[config.mk]
export PLATFORM = sky130hd
export DESIGN_NAME = ose_ram
export DESIGN_NICKNAME = d
export VERILOG_FILES = /design/src/hw/rtl/ose_ram.sv
export SDC_FILE = /design/constraint.sdc
export NUM_CORES = 1
export LEC_CHECK = 0
export BUFFER_PORTS_ARGS = -buffer_cell sky130_fd_sc_hd__buf_4
export CORE_MARGIN = 10
export CORE_UTILIZATION = 30
export DETAILED_ROUTE_END_ITERATION = 8
export GPL_TIMING_DRIVEN = 0
export PLACE_DENSITY = 0.57
export SYNTH_ARGS = -nofsm -noshare
export SYNTH_HDL_FRONTEND = slang
export SYNTH_SLANG_ARGS = --single-unit
[constraint.sdc]
create_clock -name clk -period 1.9 [get_ports clk]
set_input_delay 0.285 -clock clk [delete_from_list [all_inputs] [get_ports clk]]
set_output_delay 0.285 -clock clk [all_outputs]
set_load 0.01 [all_outputs]
[src/hw/rtl/ose_ram.sv]
// ----------------------------------------------------------------------------
// ose_ram
// Generic RAM, one write port and two registered read ports.
// ----------------------------------------------------------------------------
module ose_ram #(
    parameter int WIDTH = 8,
    parameter int DEPTH = 16
) (
    input  logic                     clk,
    input  logic                     we,
    input  logic [$clog2(DEPTH)-1:0] waddr,
    input  logic [WIDTH-1:0]         wdata,
    input  logic                     re,
    input  logic [$clog2(DEPTH)-1:0] raddr_a,
    input  logic [$clog2(DEPTH)-1:0] raddr_b,
    output logic [WIDTH-1:0]         rdata_a,
    output logic [WIDTH-1:0]         rdata_b
);

    logic [WIDTH-1:0] mem [0:DEPTH-1];

    always_ff @(posedge clk)
    begin
        if (we)
        begin
            mem[waddr] <= wdata;
        end
        if (re)
        begin
            rdata_a <= mem[raddr_a];
            rdata_b <= mem[raddr_b];
        end
    end

endmodule

* After elaboration in Yosys (flattened, before gate mapping)
Memories as Yosys holds them, arrays and structs flattened. A register that Yosys moved wholly into a read port is not among the register bits.
Index checks and enable logic that the tools add are counted.
** Cells by class
- Mux-type cells :: 2
** Operator list (number)
- $mux W1 :: 2
** Word-level totals
- Register bits after elaboration :: 0
- Memory bits (writable) :: 128
- Memories kept :: 1
- Bits of input ports :: 23
- Word-level logic and storage cells :: 3
** Memories
- mem :: words 16, bits a word 8, rd ports 2, clocked after memory_dff 2, wr ports 1, line 20 : logic [WIDTH-1:0] mem [0:DEPTH-1];

* Logic depth before layout (Yosys ltp)
- Depth in word-level cells :: 2
- Depth in mapped cells :: 5
- Mapped depth without buffers :: 3

* Worst setup path after synthesis
Ideal clock, no wire load.
- Path type :: input-to-reg
- From :: input port waddr[2]
- To :: memory mem[0][0], enable pin
- Arrival :: 1395 ps
- Path buffers :: 0
- Setup slack :: 122 ps
- Stages :: 2
- Path through :: or3b_2 > nor3_1
** RTL lines
- start: declaration :: line 11 : input logic [$clog2(DEPTH)-1:0] waddr,
- end: declaration :: line 20
No word-level cell before the write port.

* Worst setup path in the final report
- From :: input port waddr[2]
- To :: memory mem[2][1], enable pin
No word-level cell before the write port.

==> report_table.html <==
<table>
<tr><th>Metric</th><th>Value</th></tr>
<tr><th colspan="2">Clocking</th></tr>
<tr><td>Clock insertion delay at the later pin of the skew report</td><td>0.43 ns</td></tr>
<tr><td>Post-cts sizing count</td><td>0</td></tr>
<tr><td>Clock slew seen by the registers of the worst setup and hold paths</td><td>0.06 ns</td></tr>
<tr><td>Number of H-tree levels</td><td>4</td></tr>
<tr><td>Hold Buf Count CTS</td><td>0</td></tr>
<tr><td>Number of buffers on the longest clock path</td><td>2</td></tr>
<tr><td>Inserted Clock Buffers</td><td>17</td></tr>
<tr><td>Number of buffers inserted by post-CTS setup repair</td><td>0</td></tr>
<tr><td>CTS tree</td><td>yes</td></tr>
<tr><td>Buffer cell driving the clock tree root</td><td>sky130_fd_sc_hd__clkbuf_16</td></tr>
<tr><td>Number of clock sinks</td><td>144</td></tr>
<tr><th colspan="2">Timing</th></tr>
<tr><td>PnR worst setup slack</td><td>0.121 ns</td></tr>
<tr><td>Worst setup skew after layout</td><td>0.00715 ns</td></tr>
<tr><td>Count of final setup violators</td><td>0</td></tr>
<tr><td>Worst slew margin relative to its limit</td><td>23.1%</td></tr>
<tr><td>Final max-slew violation count</td><td>0</td></tr>
<tr><td>Unrepaired setup endpoints after global routing</td><td>false</td></tr>
<tr><td>Final critical-path share of the clock period</td><td>93.6%</td></tr>
<tr><td>Hold violation count in the final report</td><td>0</td></tr>
<tr><td>Worst slew pin tran</td><td>1.15 ns</td></tr>
<tr><td>Worst hold margin</td><td>0.163 ns</td></tr>
<tr><td>Shortest period the worst path allows</td><td>1.78 ns</td></tr>
<tr><td>Max Clock Freq</td><td>562 MHz</td></tr>
<tr><th colspan="2">Synth</th></tr>
<tr><td>Synth warnings</td><td>0</td></tr>
<tr><td>Area share of the largest cell type after synthesis</td><td>66.5%</td></tr>
<tr><td>Net count after synthesis</td><td>330</td></tr>
<tr><td>Share of synthesized area occupied by flip-flops and latches</td><td>66.5%</td></tr>
<tr><td>Number of standard cells after synthesis</td><td>307</td></tr>
<tr><td>Biggest area contributors in the synthesized netlist</td><td>sky130_fd_sc_hd__edfxtp_1, sky130_fd_sc_hd__mux4_2, sky130_fd_sc_hd__mux4_1</td></tr>
<tr><td>Area leader, netlist</td><td>sky130_fd_sc_hd__edfxtp_1</td></tr>
<tr><td>Syn avg cell area</td><td>21.2 um2</td></tr>
<tr><td>Unique masters post-synth</td><td>19</td></tr>
<tr><td>Total standard cell area after synthesis</td><td>0.00651 mm2</td></tr>
<tr><td>Number of synthesized register bits</td><td>144</td></tr>
<tr><th colspan="2">Critical path</th></tr>
<tr><td>Slowest library cell on the worst path</td><td>sky130_fd_sc_hd__nor2_1</td></tr>
<tr><td>First element of the critical path</td><td>waddr[2]</td></tr>
<tr><td>Kind of cell with the highest combined delay on the critical path</td><td>simple AND/OR/NAND/NOR gates</td></tr>
<tr><td>Crit path arrival time</td><td>1.82 ns</td></tr>
<tr><td>Largest stage delay, worst path</td><td>0.89 ns</td></tr>
<tr><td>Cells along the critical path</td><td>buf_4, or3b_2, nor2_1</td></tr>
<tr><td>Required time at the worst-slack endpoint</td><td>1.94 ns</td></tr>
<tr><td>Startpoint of the lowest-slack register-to-register path</td><td>mem[2][4]</td></tr>
<tr><td>Critical path startpoint category</td><td>primary input</td></tr>
<tr><td>Kind of end point of the critical path</td><td>flip-flop</td></tr>
<tr><td>Max FO, Critical Path</td><td>8</td></tr>
<tr><td>Kind of critical path</td><td>in2reg</td></tr>
<tr><td>Worst Path Buf+Inv</td><td>1</td></tr>
<tr><th colspan="2">Cells and area</th></tr>
<tr><td>Nets</td><td>385</td></tr>
<tr><td>Highest-count cells in the layout ignoring fill and taps</td><td>sky130_fd_sc_hd__edfxtp_1, sky130_fd_sc_hd__buf_4, sky130_fd_sc_hd__mux4_2</td></tr>
<tr><td>Number of fill cells in the layout</td><td>1,916</td></tr>
<tr><td>Number of diodes added for antenna fixing</td><td>0</td></tr>
<tr><td>Leading cell type in the layout, fill and taps excluded</td><td>sky130_fd_sc_hd__edfxtp_1</td></tr>
<tr><td>Proportion of layout cells with a drive suffix above 1</td><td>34.1%</td></tr>
<tr><td>Synth-to-Final Area Change</td><td>18.4%</td></tr>
<tr><td>Final Util</td><td>36.4%</td></tr>
<tr><td>Post-route cell area</td><td>0.00770 mm2</td></tr>
<tr><th colspan="2">Drt</th></tr>
<tr><td>DRT antenna net count</td><td>0</td></tr>
<tr><td>Vias/cell</td><td>5.28</td></tr>
<tr><td>Via count</td><td>3,433</td></tr>
<tr><td>Aggregate routed wire length</td><td>16.0 mm</td></tr>
<tr><td>Remaining DRCs</td><td>0</td></tr>
<tr><td>DRC violation total after the first TritonRoute iteration</td><td>304</td></tr>
<tr><td>Detail-routed net length per standard cell</td><td>24.7 um</td></tr>
<tr><td>First-pass detailed-route iteration total</td><td>4</td></tr>
<tr><th colspan="2">Global routing</th></tr>
<tr><td>Largest net degree at the start of global routing</td><td>17</td></tr>
<tr><td>Total grt overflow</td><td>0</td></tr>
<tr><td>Wire length of the first global-routing pass</td><td>23.7 mm</td></tr>
<tr><td>Via count of the first global-routing pass</td><td>3,731</td></tr>
<tr><td>Total global routing track utilization</td><td>11.5%</td></tr>
<tr><td>Initial antenna violation count</td><td>0</td></tr>
<tr><th colspan="2">Placement</th></tr>
<tr><td>Weighted congestion at the end of routability-driven global placement</td><td>0.775</td></tr>
<tr><td>IO buf count</td><td>36</td></tr>
<tr><td>Cell area after placement</td><td>0.00714 mm2</td></tr>
<tr><td>Placed wire-length estimate</td><td>10.8 mm</td></tr>
<tr><td>Setup slack at placement</td><td>-0.312 ns</td></tr>
<tr><th colspan="2">Floorplanning</th></tr>
<tr><td>Floorplan die area</td><td>0.0280 mm2</td></tr>
<tr><td>Die boundary height</td><td>167 um</td></tr>
<tr><td>Horizontal die dimension</td><td>167 um</td></tr>
<tr><td>Initial cell density of the core</td><td>30.8%</td></tr>
<tr><td>Area inside the core boundary</td><td>0.0212 mm2</td></tr>
<tr><td>Number of placement rows</td><td>53</td></tr>
<tr><td>Io pins</td><td>39</td></tr>
<tr><th colspan="2">Min path</th></tr>
<tr><td>Path type of the worst min-delay path</td><td>in2reg</td></tr>
<tr><td>Hold_sp</td><td>wdata[6]</td></tr>
<tr><th colspan="2">Flow run</th></tr>
<tr><td>Count of maximum capacitance violations</td><td>0</td></tr>
<tr><th colspan="2">Power</th></tr>
<tr><td>VDD IR max</td><td>557 uV</td></tr>
<tr><td>Power density normalized to cell area</td><td>957 mW/mm2</td></tr>
<tr><td>Leakage Power</td><td>2.57 nW</td></tr>
<tr><td>Overall power after layout</td><td>7.38 mW</td></tr>
<tr><th colspan="2">Outcome</th></tr>
<tr><td>Status</td><td>finished, final reports clean</td></tr>
</table>
-- metrics by stage --
step | setup TNS, ns | cells
6_report | 0 | 650
5_1_grt | 0 | 650
4_1_cts | 0 | 650
3_5_place_dp | -9.91 | 618
3_3_place_gp | -17.78 | 618
2_1_floorplan | 0 | 307
-- synth_stat cells, drive strengths merged --
| master | number |
|---|---|
| nand3 | 1 |
| edfxtp | 144 |
| nand3b | 2 |
| nand2 | 17 |
| nor3 | 4 |
| a22oi | 32 |
| nor2b | 2 |
| mux4 | 64 |
| clkdlybuf4s25 | 6 |
| nand2b | 2 |
| and2b | 2 |
| and2 | 2 |
| buf | 14 |
| or3b | 1 |
| nor2 | 14 |
-- logic make-up after synthesis --
kind of cell    synth area share [%]
flops                           66.5
mux                             23.8
simple gates                    3.35
compound gates                  3.69
buf+inv                         2.65
-- layer usage --
layer	global-route usage, %	wire, um	vias up
met5	0	0	-
met2	18.8	7940	128
met4	3.07	157	0
met1	14.4	6930	1824
li1	-	-	1471
met3	3.65	1010	10
-- flip-flops by register name (all words and copies together), names as in the netlist --
signal and cells:
mem 128, rdata_a 8, rdata_b 8
-- final timing paths --
check	end	slack, ns	cells past startpoint
setup / recovery	mem[2][1]	0.12	3
hold / removal	mem[9][6]	0.16	1
setup reg to reg	rdata_a[4]	0.24	3
hold reg to reg	rdata_a[2]	0.80	3
-- layout make-up --
type / instances / area [um2] / area share, %
flip-flops and latches: 144 / 4320 / 56.1
multi-input cells: 143 / 2030 / 26.3
clock buffers: 18 / 429 / 5.57
well taps: 275 / 344 / 4.47
repair buffers: 36 / 270 / 3.51
plain buffers: 20 / 173 / 2.24
clock inverters: 14 / 133 / 1.72
-- report_power, final --
group / leakage, nW / internal, mW / switching, mW
clock: 0.268 / 1.82 / 1.34
sequential: 1.32 / 3.60 / 0.0292
combinational: 0.985 / 0.273 / 0.318
Power figures use the tool's default switching activity.
